--- src/rtl/c3zp_pkg.sv ---
`default_nettype none

package c3zp_pkg;

  // default line length
  localparam int MAX_WIDTH_DEF = 2048;

  // configuration register indexes
  typedef enum logic [1:0] {
    REG_WIDTH  = 2'd0,
    REG_HEIGHT = 2'd1,
    REG_KERNEL = 2'd2,
    REG_SHIFT  = 2'd3
  } cfg_idx_t;

  // register reset values
  localparam logic [11:0] WIDTH_RST  = 12'd640;
  localparam logic [11:0] HEIGHT_RST = 12'd480;
  localparam logic [62:0] KERNEL_RST = 63'd71499009379811200;
  localparam logic [2:0]  SHIFT_RST  = 3'd0;

  // queue between front and back
  localparam int QDEPTH  = 4;
  localparam int QPTR_W  = $clog2(QDEPTH);
  localparam int QCNT_W  = $clog2(QDEPTH + 1);

  typedef logic [7:0] pix_t;

  typedef struct packed {
    logic       kind;
    logic [7:0] pixel_in;
  } in_item_t;

  typedef struct packed {
    logic [7:0] pixel_out;
    logic       row_end;
    logic       frame_end;
  } out_item_t;

  // 3x3 neighbourhood, entry ky*3+kx, plus result flags
  typedef struct packed {
    pix_t [8:0] win;
    logic       row_end;
    logic       frame_end;
  } win_item_t;

endpackage

`default_nettype wire

--- src/rtl/c3zp_back.sv ---
`default_nettype none

module c3zp_back (
  input  wire                  clk,
  input  wire                  rst_n,
  input  wire [62:0]           kernel_coeffs,
  input  wire [2:0]            result_shift,
  input  wire                  q_valid,
  input  c3zp_pkg::win_item_t  q_data,
  output logic                 q_pop,
  output logic                 out_valid,
  input  wire                  out_stall,
  output c3zp_pkg::out_item_t  out_data
);

  logic                    adv;
  logic                    a_valid_r, b_valid_r, out_valid_r;
  logic signed [15:0]      a_prod_r [9];
  logic signed [15:0]      prod [9];
  logic                    a_re_r, a_fe_r, b_re_r, b_fe_r;
  logic signed [19:0]      b_sum_r, sum;
  c3zp_pkg::out_item_t     out_data_r;
  logic [7:0]              pix_q;

  assign adv   = !out_valid_r || !out_stall;
  assign q_pop = adv && q_valid;

  // nine products
  always_comb begin
    for (int i = 0; i < 9; i++) begin
      prod[i] = $signed({1'b0, q_data.win[i]}) * $signed(kernel_coeffs[7*i +: 7]);
    end
  end

  // adder tree
  always_comb begin
    sum = '0;
    for (int i = 0; i < 9; i++) begin
      sum = sum + 20'(a_prod_r[i]);
    end
  end

  // round half to even, then saturate
  always_comb begin
    logic [18:0] s;
    logic [18:0] q;
    logic [18:0] rem;
    logic [18:0] half;
    s    = b_sum_r[18:0];
    q    = s >> result_shift;
    rem  = s & ((19'd1 << result_shift) - 19'd1);
    half = 19'd1 << (result_shift - 3'd1);
    if ((result_shift != 3'd0) && ((rem > half) || ((rem == half) && q[0]))) begin
      q = q + 19'd1;
    end
    if (b_sum_r <= 20'sd0) begin
      pix_q = 8'd0;
    end else if (q > 19'd255) begin
      pix_q = 8'd255;
    end else begin
      pix_q = q[7:0];
    end
  end

  // valid chain
  always_ff @(posedge clk) begin
    if (!rst_n) begin
      a_valid_r   <= 1'b0;
      b_valid_r   <= 1'b0;
      out_valid_r <= 1'b0;
    end else if (adv) begin
      a_valid_r   <= q_valid;
      b_valid_r   <= a_valid_r;
      out_valid_r <= b_valid_r;
    end
  end

  // data stages
  always_ff @(posedge clk) begin
    if (adv) begin
      for (int i = 0; i < 9; i++) begin
        a_prod_r[i] <= prod[i];
      end
      a_re_r               <= q_data.row_end;
      a_fe_r               <= q_data.frame_end;
      b_sum_r              <= sum;
      b_re_r               <= a_re_r;
      b_fe_r               <= a_fe_r;
      out_data_r.pixel_out <= pix_q;
      out_data_r.row_end   <= b_re_r;
      out_data_r.frame_end <= b_fe_r;
    end
  end

  assign out_valid = out_valid_r;
  assign out_data  = out_data_r;

endmodule

`default_nettype wire

--- config.mk ---
export PLATFORM = sky130hd
export DESIGN_NAME = c3zp_back
export DESIGN_NICKNAME = d
export VERILOG_FILES = /design/src/rtl/c3zp_pkg.sv /design/src/rtl/c3zp_back.sv
export SDC_FILE = /design/constraint.sdc
export NUM_CORES = 2
export LEC_CHECK = 0
export ABC_CLOCK_PERIOD_IN_PS = 5400
export CORE_MARGIN = 5
export CORE_UTILIZATION = 45
export CTS_CLUSTER_DIAMETER = 30
export DETAILED_ROUTE_END_ITERATION = 10
export DONT_BUFFER_PORTS = 1
export GPL_TIMING_DRIVEN = 0
export PLACE_DENSITY_LB_ADDON = 0.12
export SETUP_SLACK_MARGIN = 0.1
export SYNTH_ARGS = -nofsm -noshare
export SYNTH_HDL_FRONTEND = slang
export SYNTH_SLANG_ARGS = --single-unit
--- constraint.sdc ---
create_clock -name clk -period 5.4 [get_ports clk]
set_input_delay 0 -clock clk [delete_from_list [all_inputs] [get_ports clk]]
set_output_delay 0 -clock clk [all_outputs]
set_load 0.005 [all_outputs]
==> impl_metrics.json <==
{
  "synth_flop_cell": "edfxtp_1",
  "pin_count": 156,
  "crit_type": "flip-flop to flip-flop",
  "grt_busiest_layer": "met2",
  "start_kind": "flip-flop",
  "crit_fanout": 4,
  "fin_skew_ns": 0.01531,
  "fin_crit_ns": 5.083,
  "status": "finished clean",
  "r2r_end": "b_sum_r[19]",
  "yosysWarnings": 0,
  "synth_top_area_frac": 0.2823,
  "netlist_area_um2": 27300,
  "fmax_ghz": 0.1967,
  "grt_pass1_wl_mm": 99.75,
  "async_flop_share": 0,
  "synthXorXnorAreaFrac": 0.04395,
  "clk_pin_slew_ns": 0.08,
  "gp_congestion": 0.8491,
  "min_path_type": "primary input to flip-flop",
  "yosysTopAreaCell": "fa_1",
  "reg2reg_from": "a_prod_r[0][115]",
  "setup.worst_path.end": "b_sum_r[19]",
  "die_w_um": 256.3,
  "rsz0062_at_grt": "false",
  "cp-end-kind": "flip-flop",
  "dp_slack_ns": 0.1802,
  "rows": 90,
  "cts_tree": "built",
  "area_delta_synth_final_pct": 8.190,
  "avgSynthCellArea_um2": 10.32,
  "numCtsBuffers": 17,
  "synth_cell_types": 70,
  "report.final.slew_viol_count": 0,
  "worstPathArrival_ns": 5.28,
  "reg2reg_slack_ns": 0.32,
  "drive_gt1_frac": 0.02668,
  "synthCells": 2645,
  "hpwl_mm": 50.69,
  "cts_num_sinks": 181,
  "ant_nets": 0,
  "postLayoutCoreUtil": 0.4903,
  "synthSimpleGateAreaFrac": 0.1460,
  "worst_r2r_path_depth": 16,
  "antenna_found_initial": 0,
  "max-cap-violations": 0,
  "synthMuxAreaShare": 0.01907,
  "drt_first_pass_iters": 6,
  "final.setup.worst_slack_ns": 0.3166,
  "synth_top_family_by_area": "adder cells",
  "period_share": 0.9414,
  "diodes": 0,
  "portBuffers": 0,
  "setup_viol": 0,
  "gr-total-overflow": 0,
  "core_um2": 60250,
  "clock_path_buffers": 2,
  "grt_pass1_vias": 19180,
  "start_util": 0.4531,
  "die_y_um": 256.3,
  "yosysSeqAreaShare": 0.1980,
  "fin_hold_ws_ns": 0.01957,
  "cts_root_buffer": "clkbuf_16",
  "drc": 0,
  "grtUsageMet1": 0.2473,
  "dieArea_um2": 65690,
  "ys_seq_elements": 181,
  "relSlewSlack": 0.5648,
  "grt_max_degree": 76,
  "syn_nets": 3576,
  "worst_pin_slew_ns": 0.6484,
  "synth_compound_area_frac": 0.05582,
  "synthAdderAreaFrac": 0.4666,
  "vias": 18140,
  "crit_path_start": "a_prod_r[0][115]",
  "fin_nets": 3654,
  "htreeDepth": 4,
  "clk_latency_ns": 0.47,
  "synth-edff-count": 178,
  "vias_per_cell": 5.157,
  "wirelength_mm": 59.82,
  "required_ns": 5.60,
  "finalHoldViolCount": 0,
  "use_met2": 0.3273,
  "grt_usage": 0.1862,
  "grt_use_met3": 0.02627,
  "drtIter0Drc": 846,
  "routedWlPerCell_um": 17.00,
  "synthTopCellsByArea": "fa_1 28%, edfxtp_1 20%, ha_1 18%"
}
-- stage by stage --
step                cell area, um^2  setup TNS [ns]  instances
CTS                           29530               0       3518
detailed placement            28340               0       3429
global route                  29540               0       3518
global placement              28280         -199.03       3427
finish                        29540               0       3518
floorplan                     27300               0       2645
-- cell usage after synthesis (all sizes together) (10+ instances only) --
cell / number
o21a: 15
fa: 385
o2111ai: 15
a21o: 22
xnor2: 106
buf: 10
nand2b: 57
edfxtp: 178
xor2: 31
nand3: 31
o21ai: 16
nor2b: 27
inv: 486
and2: 263
nand2: 229
mux2: 18
ha: 402
a21oi: 68
o21bai: 24
nor2: 113
nor3: 21
mux2i: 22
-- layout by cell type (no fill, tap or decap), types with 14 or more instances in the layout --
master	n
edfxtp_1	178
a21o_1	22
o21ai_0	14
o2111ai_1	15
nand2b_1	57
xnor2_1	106
o21bai_1	24
nor3_1	21
clkbuf_16	17
and2_1	263
mux2_2	14
nor2b_1	27
nand2_1	228
o21a_1	15
a21oi_1	68
nor2_1	113
xor2_1	31
dlygate4sd3_1	57
fa_1	385
nand3_1	31
mux2i_1	22
ha_1	402
inv_1	485
-- what timing repair did --
action / in CTS / in global routing
hold buffers: 57 / 0
buffers inserted: 0 / 0
endpoints found under the setup margin: 0 / 5
endpoints found under the hold margin: 27 / 0
resized for setup: 0 / 3
-- registers in the layout, indices dropped and copies added, names as in the netlist --
| name | count |
|---|---|
| b_valid_r | 1 |
| out_data | 10 |
| a_fe_r | 1 |
| a_valid_r | 1 |
| b_sum_r | 20 |
| a_prod_r | 144 |
| b_fe_r | 1 |
| out_valid | 1 |
| a_re_r | 1 |
| b_re_r | 1 |
-- logic make-up (layout without fill, tap and decap cells) --
logic type / Yosys count / in the layout
buf+inv: 499 / 590
fa+ha+maj: 787 / 787
simple gates: 777 / 777
xor+xnor: 137 / 137
mux: 44 / 44
compound gates: 220 / 220
flops: 181 / 181
-- critical path, stage by stage (launching register included) --
cell       delay [ns]
edfxtp_1         0.48
fa_1             0.54
fa_1             0.52
inv_1            0.05
fa_1             0.52
inv_1            0.05
fa_1             0.46
ha_1             0.30
a21o_1           0.11
a21oi_1          0.09
o21ai_0          0.23
a2111oi_0        0.13
or3_1            0.48
o31ai_2          0.37
nor2b_1          0.11
o21ai_0          0.23
xnor2_1          0.15
-- how the worst min path moves through the flow --
stage / start / end / slack (ns) / cells after the start
final: kernel_coeffs[57] / a_prod_r[0][130] / 0.02 / 3
after global routing: q_data[60] / a_prod_r[0][114] / 0.03 / 3
after CTS: kernel_coeffs[57] / a_prod_r[0][130] / 0.004 / 3
after detailed placement: q_data[1] / a_re_r / 0.1 / 0
after global placement: q_data[1] / a_re_r / 0.1 / 0
after floorplan: q_data[0] / a_fe_r / 0.1 / 0
-- cell type report --
class                           instances  area (um^2)
Sequential cell                       181         5405
Multi-Input combinational cell       1965        19980
Tap cell                              782        978.4
Buffer                                 13        102.6
Fill cell                            5546        30710
Inverter                              486         1824
Clock buffer                           17        425.4
Clock inverter                         15        193.9
Timing Repair Buffer                   59        625.6
-- per-layer routing --
| layer | part of all wire | up-vias |
|---|---|---|
| met2 | 0.50 | 288 |
| met5 | 0 | - |
| met4 | 0.017 | 0 |
| met1 | 0.45 | 9082 |
| li1 | - | 8710 |
| met3 | 0.035 | 64 |
Power is left out: the tool's default activity adds up to more than one toggle a clock period on the data nets, which glitch-free logic cannot reach.
