`config.mk`:
```
export PLATFORM = sky130hd
export DESIGN_NAME = c3zp_fifo
export DESIGN_NICKNAME = d
export VERILOG_FILES = /design/src/rtl/c3zp_pkg.sv /design/src/rtl/c3zp_fifo.sv
export SDC_FILE = /design/constraint.sdc
export NUM_CORES = 1
export LEC_CHECK = 0
export BUFFER_PORTS_ARGS = -buffer_cell sky130_fd_sc_hd__clkbuf_2
export CAP_MARGIN = 10
export CELL_PAD_IN_SITES_DETAIL_PLACEMENT = 1
export CELL_PAD_IN_SITES_GLOBAL_PLACEMENT = 1
export CORE_MARGIN = 8
export CORE_UTILIZATION = 54
export DETAILED_ROUTE_END_ITERATION = 10
export PLACE_DENSITY_LB_ADDON = 0.1
export SLEW_MARGIN = 30
export SYNTH_ARGS = -nofsm -noshare
export SYNTH_HDL_FRONTEND = slang
export SYNTH_SLANG_ARGS = --single-unit
```
`constraint.sdc`:
```
create_clock -name clk -period 4.46 [get_ports clk]
set_input_delay 0.669 -clock clk [delete_from_list [all_inputs] [get_ports clk]]
set_output_delay 0.669 -clock clk [all_outputs]
set_load 0.03 [all_outputs]
```
`src/rtl/c3zp_pkg.sv`:
```
`default_nettype none

package c3zp_pkg;

  // default line length
  localparam int MAX_WIDTH_DEF = 2048;

  // configuration register indexes
  typedef enum logic [1:0] {
    REG_WIDTH  = 2'd0,
    REG_HEIGHT = 2'd1,
    REG_KERNEL = 2'd2,
    REG_SHIFT  = 2'd3
  } cfg_idx_t;

  // register reset values
  localparam logic [11:0] WIDTH_RST  = 12'd640;
  localparam logic [11:0] HEIGHT_RST = 12'd480;
  localparam logic [62:0] KERNEL_RST = 63'd71499009379811200;
  localparam logic [2:0]  SHIFT_RST  = 3'd0;

  // queue between front and back
  localparam int QDEPTH  = 4;
  localparam int QPTR_W  = $clog2(QDEPTH);
  localparam int QCNT_W  = $clog2(QDEPTH + 1);

  typedef logic [7:0] pix_t;

  typedef struct packed {
    logic       kind;
    logic [7:0] pixel_in;
  } in_item_t;

  typedef struct packed {
    logic [7:0] pixel_out;
    logic       row_end;
    logic       frame_end;
  } out_item_t;

  // 3x3 neighbourhood, entry ky*3+kx, plus result flags
  typedef struct packed {
    pix_t [8:0] win;
    logic       row_end;
    logic       frame_end;
  } win_item_t;

endpackage

`default_nettype wire

```
`src/rtl/c3zp_fifo.sv`:
```
`default_nettype none

module c3zp_fifo (
  input  wire                         clk,
  input  wire                         rst_n,
  input  wire                         push_valid,
  input  c3zp_pkg::win_item_t         push_data,
  input  wire                         pop,
  output logic                        pop_valid,
  output c3zp_pkg::win_item_t         pop_data,
  output logic [c3zp_pkg::QCNT_W-1:0] count
);

  c3zp_pkg::win_item_t                 slots_r [c3zp_pkg::QDEPTH];
  logic [c3zp_pkg::QPTR_W-1:0]         wr_ptr_r, rd_ptr_r;
  logic [c3zp_pkg::QCNT_W-1:0]         cnt_r, cnt_nxt;
  logic                                do_pop;

  assign pop_valid = (cnt_r != '0);
  assign pop_data  = slots_r[rd_ptr_r];
  assign do_pop    = pop && pop_valid;
  assign count     = cnt_r;

  // occupancy
  always_comb begin
    cnt_nxt = cnt_r;
    if (push_valid && !do_pop) begin
      cnt_nxt = cnt_r + c3zp_pkg::QCNT_W'(1);
    end else if (!push_valid && do_pop) begin
      cnt_nxt = cnt_r - c3zp_pkg::QCNT_W'(1);
    end
  end

  always_ff @(posedge clk) begin
    if (!rst_n) begin
      wr_ptr_r <= '0;
      rd_ptr_r <= '0;
      cnt_r    <= '0;
    end else begin
      cnt_r <= cnt_nxt;
      if (push_valid) begin
        wr_ptr_r <= wr_ptr_r + c3zp_pkg::QPTR_W'(1);
      end
      if (do_pop) begin
        rd_ptr_r <= rd_ptr_r + c3zp_pkg::QPTR_W'(1);
      end
    end
  end

  // storage
  always_ff @(posedge clk) begin
    if (push_valid) begin
      slots_r[wr_ptr_r] <= push_data;
    end
  end

endmodule

`default_nettype wire

```
==> impl.org <==
** Placement
- The congestion estimate from routability-driven global placement came to 0.689.
- HPWL Detailed :: 13,600 um
- Port buffering added 155 buffers.
- Including well taps, the total number of placed cells is 846.

** Clock network
- Cts hold-fix bufs :: 0
- CTS tree :: built
- Clock latency on the worst-skew pair :: 0.54 ns
- Bufs on Longest Clock Path :: 3
- Counting the buffers created by CTS gives 31.
- In this run the clock root is driven by a sky130_fd_sc_hd__clkbuf_16.
- Clk sink count :: 305
- Buffers added to address setup during post-CTS repair amount to 0.
- In this run the number of H-tree levels came out at 1.
- Once the clock tree was built, the resizer swapped 0 gates to a different size.
- After clock tree synthesis, the clock-pin slew on the worst setup and hold paths is 0.06 ns.

** Die
- Width of the chip :: 160 um
- Cell Rows :: 52
- The initial utilization of the core area, before any placement, comes to 55.0%.
- 156 I/O pins were placed.
- The floorplan step set the die height to 160 um.
- The total area inside the core boundary comes to 20,200 um^2.
- DIE AREA :: 25,500 um^2

** Route
- Dividing the detail-routed wire length by the instance count gives 23.8 um.
- For this run, the detailed router's first-pass iteration total came to 6.
- The count of nets left with antenna violations once routing finished came out at 0.
- Vias per cell :: 5.50
- After detailed routing, the total wire length is 21,600 um.
- In this run, the number of DRC markers left after iteration 0 of detailed routing was 279.
- Summing over every cut layer, the via total after detailed routing is 4,981.
- After detailed routing, the number of remaining DRC violations is 0.

** Finish
- Once layout is complete, the cells apart from fillers number 906.
- Fraction of layout instances using a drive strength above 1 :: 45.5%
- Layout-stage area growth over the synthesis result :: 19.3%
- The filler cells instantiated in the layout total 1,638.
- Number of nets in the finished design :: 693

** Critical path
- Maximum net fanout on the critical path :: 26
- For the worst setup path, the data arrival time is 2.40 ns.
- Traced cell by cell, the critical path runs through buf_4, mux4_2, clkbuf_2.
- Type of element capturing the critical path :: primary output
- The setup path with the least slack is of type flop to primary output.
- STA classifies the critical path startpoint as a flop.
- Library cell contributing the largest single delay on the critical path :: sky130_fd_sc_hd__dfxtp_4
- The critical path contains buffers and inverters numbering 2 combined.
- Among cell families on the critical path, the largest total delay comes from flip-flops.
- Data required time of the worst path :: 3.79 ns
- Critical Path Max Stage Delay :: 0.69 ns

** Run status
- The run finished with clean final reports.

** GRT
- Global-route wire length before repair :: 33,400 um
- GRT Residual Overflow :: 0
- The number of antenna violations at the first check in global routing was 1.
- Pin count of the biggest net entering global routing :: 59
- Via count of the first global-routing pass :: 5,692
- Global-route usage over all layers :: 17.1%

** STA
- Adding up every negative setup slack in the final design gives 0 ns.
- Final period utilization :: 68.9%
- Maximum achievable frequency :: 0.326 GHz
- Setup violation total in the final timing report :: 0
- Unrepaired setup endpoints after global routing :: no
- In this run the tightest slew margin relative to its limit is 40.2%.
- After layout, the minimum clock period comes to 3.07 ns.
- Clock skew on the completed layout was measured at 0.0138 ns.
- At the pin with the least slew margin, the transition time is 0.896 ns.
- The total count of hold-check failures in the final report was 0.
- The final number of max-transition violations is 0.

** Synthesis
- Yosys warning total :: 0
- Mean post-synth cell area :: 26.0 um^2
- Counting distinct cell types in the post-synthesis netlist gives 20.
- Summed instance area of the synthesized netlist :: 11,100 um^2
- Mapped Nets :: 512
- Area share of the largest cell type after synthesis :: 79.8%
- Of all cell types, the one taking the most synthesized area is sky130_fd_sc_hd__edfxtp_1.
- Top post-synthesis cells by area :: sky130_fd_sc_hd__edfxtp_1, sky130_fd_sc_hd__mux4_2, sky130_fd_sc_hd__dfxtp_1, sky130_fd_sc_hd__buf_6, sky130_fd_sc_hd__ha_1
- Synthesis produced a netlist whose cell count is 428.
- Flops & latches, synth :: 305
- Post-synthesis sequential area ratio :: 81.5%

** Power
- Sequential cells account for 43.6% of the total power.
- In this run the power spent charging and discharging nets is 2280 uW.
- Clock power frac :: 32.4%
- Static power due to leakage :: 0.00451 uW
- For this design the ratio of total power to cell area is 594 nW/um^2.
- Total power for the finished layout comes to 7900 uW.
- Internal cell power :: 5610 uW
- Across the VDD grid, the largest voltage drop is 421 uV.
- Of the total power, combinational logic draws 24.0%.
- Net switching is 28.9% of the power.

** Hold path
- The min-delay analysis places its worst path in the category input pin to flop.

** Run
- Total of max-cap violations :: 0
==> worst reg2reg max path, cell delays in order, from the launching register on <==
cell,delay [ns]
sky130_fd_sc_hd__dfxtp_1,0.38
sky130_fd_sc_hd__o31ai_2,0.35
sky130_fd_sc_hd__ha_1,0.26
sky130_fd_sc_hd__inv_1,0.07
sky130_fd_sc_hd__fa_1,0.39
sky130_fd_sc_hd__xor2_1,0.18
sky130_fd_sc_hd__or3_1,0.30
sky130_fd_sc_hd__a21boi_0,0.17
==> power by group through the flow <==
stage	registers, uW	logic (uW)	clock network, uW
floorplan	3430	1500	0
global placement	3540	1860	0
detailed placement	3510	1940	0
CTS	3450	1940	2610
global route	3470	2010	2720
finish	3440	1890	2560
==> worst paths after layout <==
check	from	to	slack, ns	cells past startpoint
worst max-delay path	flop	pop_data[11]	1.39	3
worst max register to register	count[1]	count[2]	2.29	7
worst min-delay path	push_data[9]	slots_r[0][9]	0.34	1
worst min register to register	count[2]	count[2]	0.56	2
==> placed cells by master, fill, tap and decap left out <==
master	synthesis	final
sky130_fd_sc_hd__nor2b_1	2	2
sky130_fd_sc_hd__a21boi_0	1	1
sky130_fd_sc_hd__dfxtp_1	9	7
sky130_fd_sc_hd__dfxtp_4	0	2
sky130_fd_sc_hd__clkinvlp_4	0	2
sky130_fd_sc_hd__o31ai_2	1	1
sky130_fd_sc_hd__mux4_2	74	74
sky130_fd_sc_hd__and2_4	0	4
sky130_fd_sc_hd__o311ai_1	1	1
sky130_fd_sc_hd__edfxtp_1	296	296
sky130_fd_sc_hd__o21ai_0	1	1
sky130_fd_sc_hd__bufinv_16	0	5
sky130_fd_sc_hd__and2_1	9	5
sky130_fd_sc_hd__clkbuf_1	1	3
sky130_fd_sc_hd__clkinv_4	0	1
sky130_fd_sc_hd__fa_1	1	1
sky130_fd_sc_hd__mux2i_1	2	2
sky130_fd_sc_hd__clkinv_1	0	11
sky130_fd_sc_hd__buf_12	0	4
sky130_fd_sc_hd__ha_1	5	5
sky130_fd_sc_hd__buf_4	1	5
sky130_fd_sc_hd__xnor2_1	3	3
sky130_fd_sc_hd__clkbuf_2	0	155
sky130_fd_sc_hd__or3_1	2	2
sky130_fd_sc_hd__xor2_1	2	2
sky130_fd_sc_hd__diode_2	0	3
sky130_fd_sc_hd__clkinv_2	0	4
sky130_fd_sc_hd__inv_1	3	3
sky130_fd_sc_hd__clkbuf_16	0	31
==> cell families after synthesis <==
kind of cell / count (synthesis) / synth area share (%)
xor+xnor: 5 / 0.393
compound gates: 4 / 0.303
fa+ha+maj: 6 / 0.742
simple gates: 13 / 0.730
buf+inv: 19 / 1.22
flops: 305 / 81.5
mux: 76 / 15.1
==> per-layer routing <==
layer | GRT usage (%) | vias to the layer above | part of all wire, %
li1 | - | 2205 | -
met1 | 21.3 | 2609 | 41
met2 | 29.7 | 146 | 51
met3 | 4.34 | 21 | 6.5
met5 | 0 | - | 0
met4 | 3.86 | 0 | 1.3
==> state kept, by name (all words and copies together) (netlist names), named ones only <==
register,cells
count,3
rd_ptr_r,2
slots_r,296
wr_ptr_r,2
==> cell type report <==
cell class,instances,area [um^2],area share (%)
Antenna cell,3,7.51,0.0565
Clock buffer,34,787,5.92
Clock inverter,23,235,1.77
Inverter,3,11.3,0.0848
Multi-Input combinational cell,104,1940,14.6
Sequential cell,305,9080,68.3
Tap cell,270,338,2.54
Timing Repair Buffer,164,893,6.72
==> metrics by stage <==
step | setup slack, ns | utilization [%] | hold slack, ns | cell area (um^2)
6_report | 1.39 | 65.7 | 0.343 | 13300
3_3_place_gp | 1.84 | 60.3 | 0.527 | 12200
5_1_grt | 1.19 | 65.6 | 0.329 | 13300
3_5_place_dp | 1.86 | 60.6 | 0.556 | 12300
2_1_floorplan | 1.62 | - | 0.528 | 11100
4_1_cts | 1.27 | 65.6 | 0.320 | 13300
==> cell usage after synthesis (all sizes together) <==
cell	count
mux4	74
ha	5
buf	15
o311ai	1
and2	9
mux2i	2
nor2b	2
xnor2	3
xor2	2
dfxtp	9
edfxtp	296
fa	1
a21boi	1
inv	3
clkbuf	1
or3	2
o31ai	1
o21ai	1
Power figures use the tool's default switching activity.
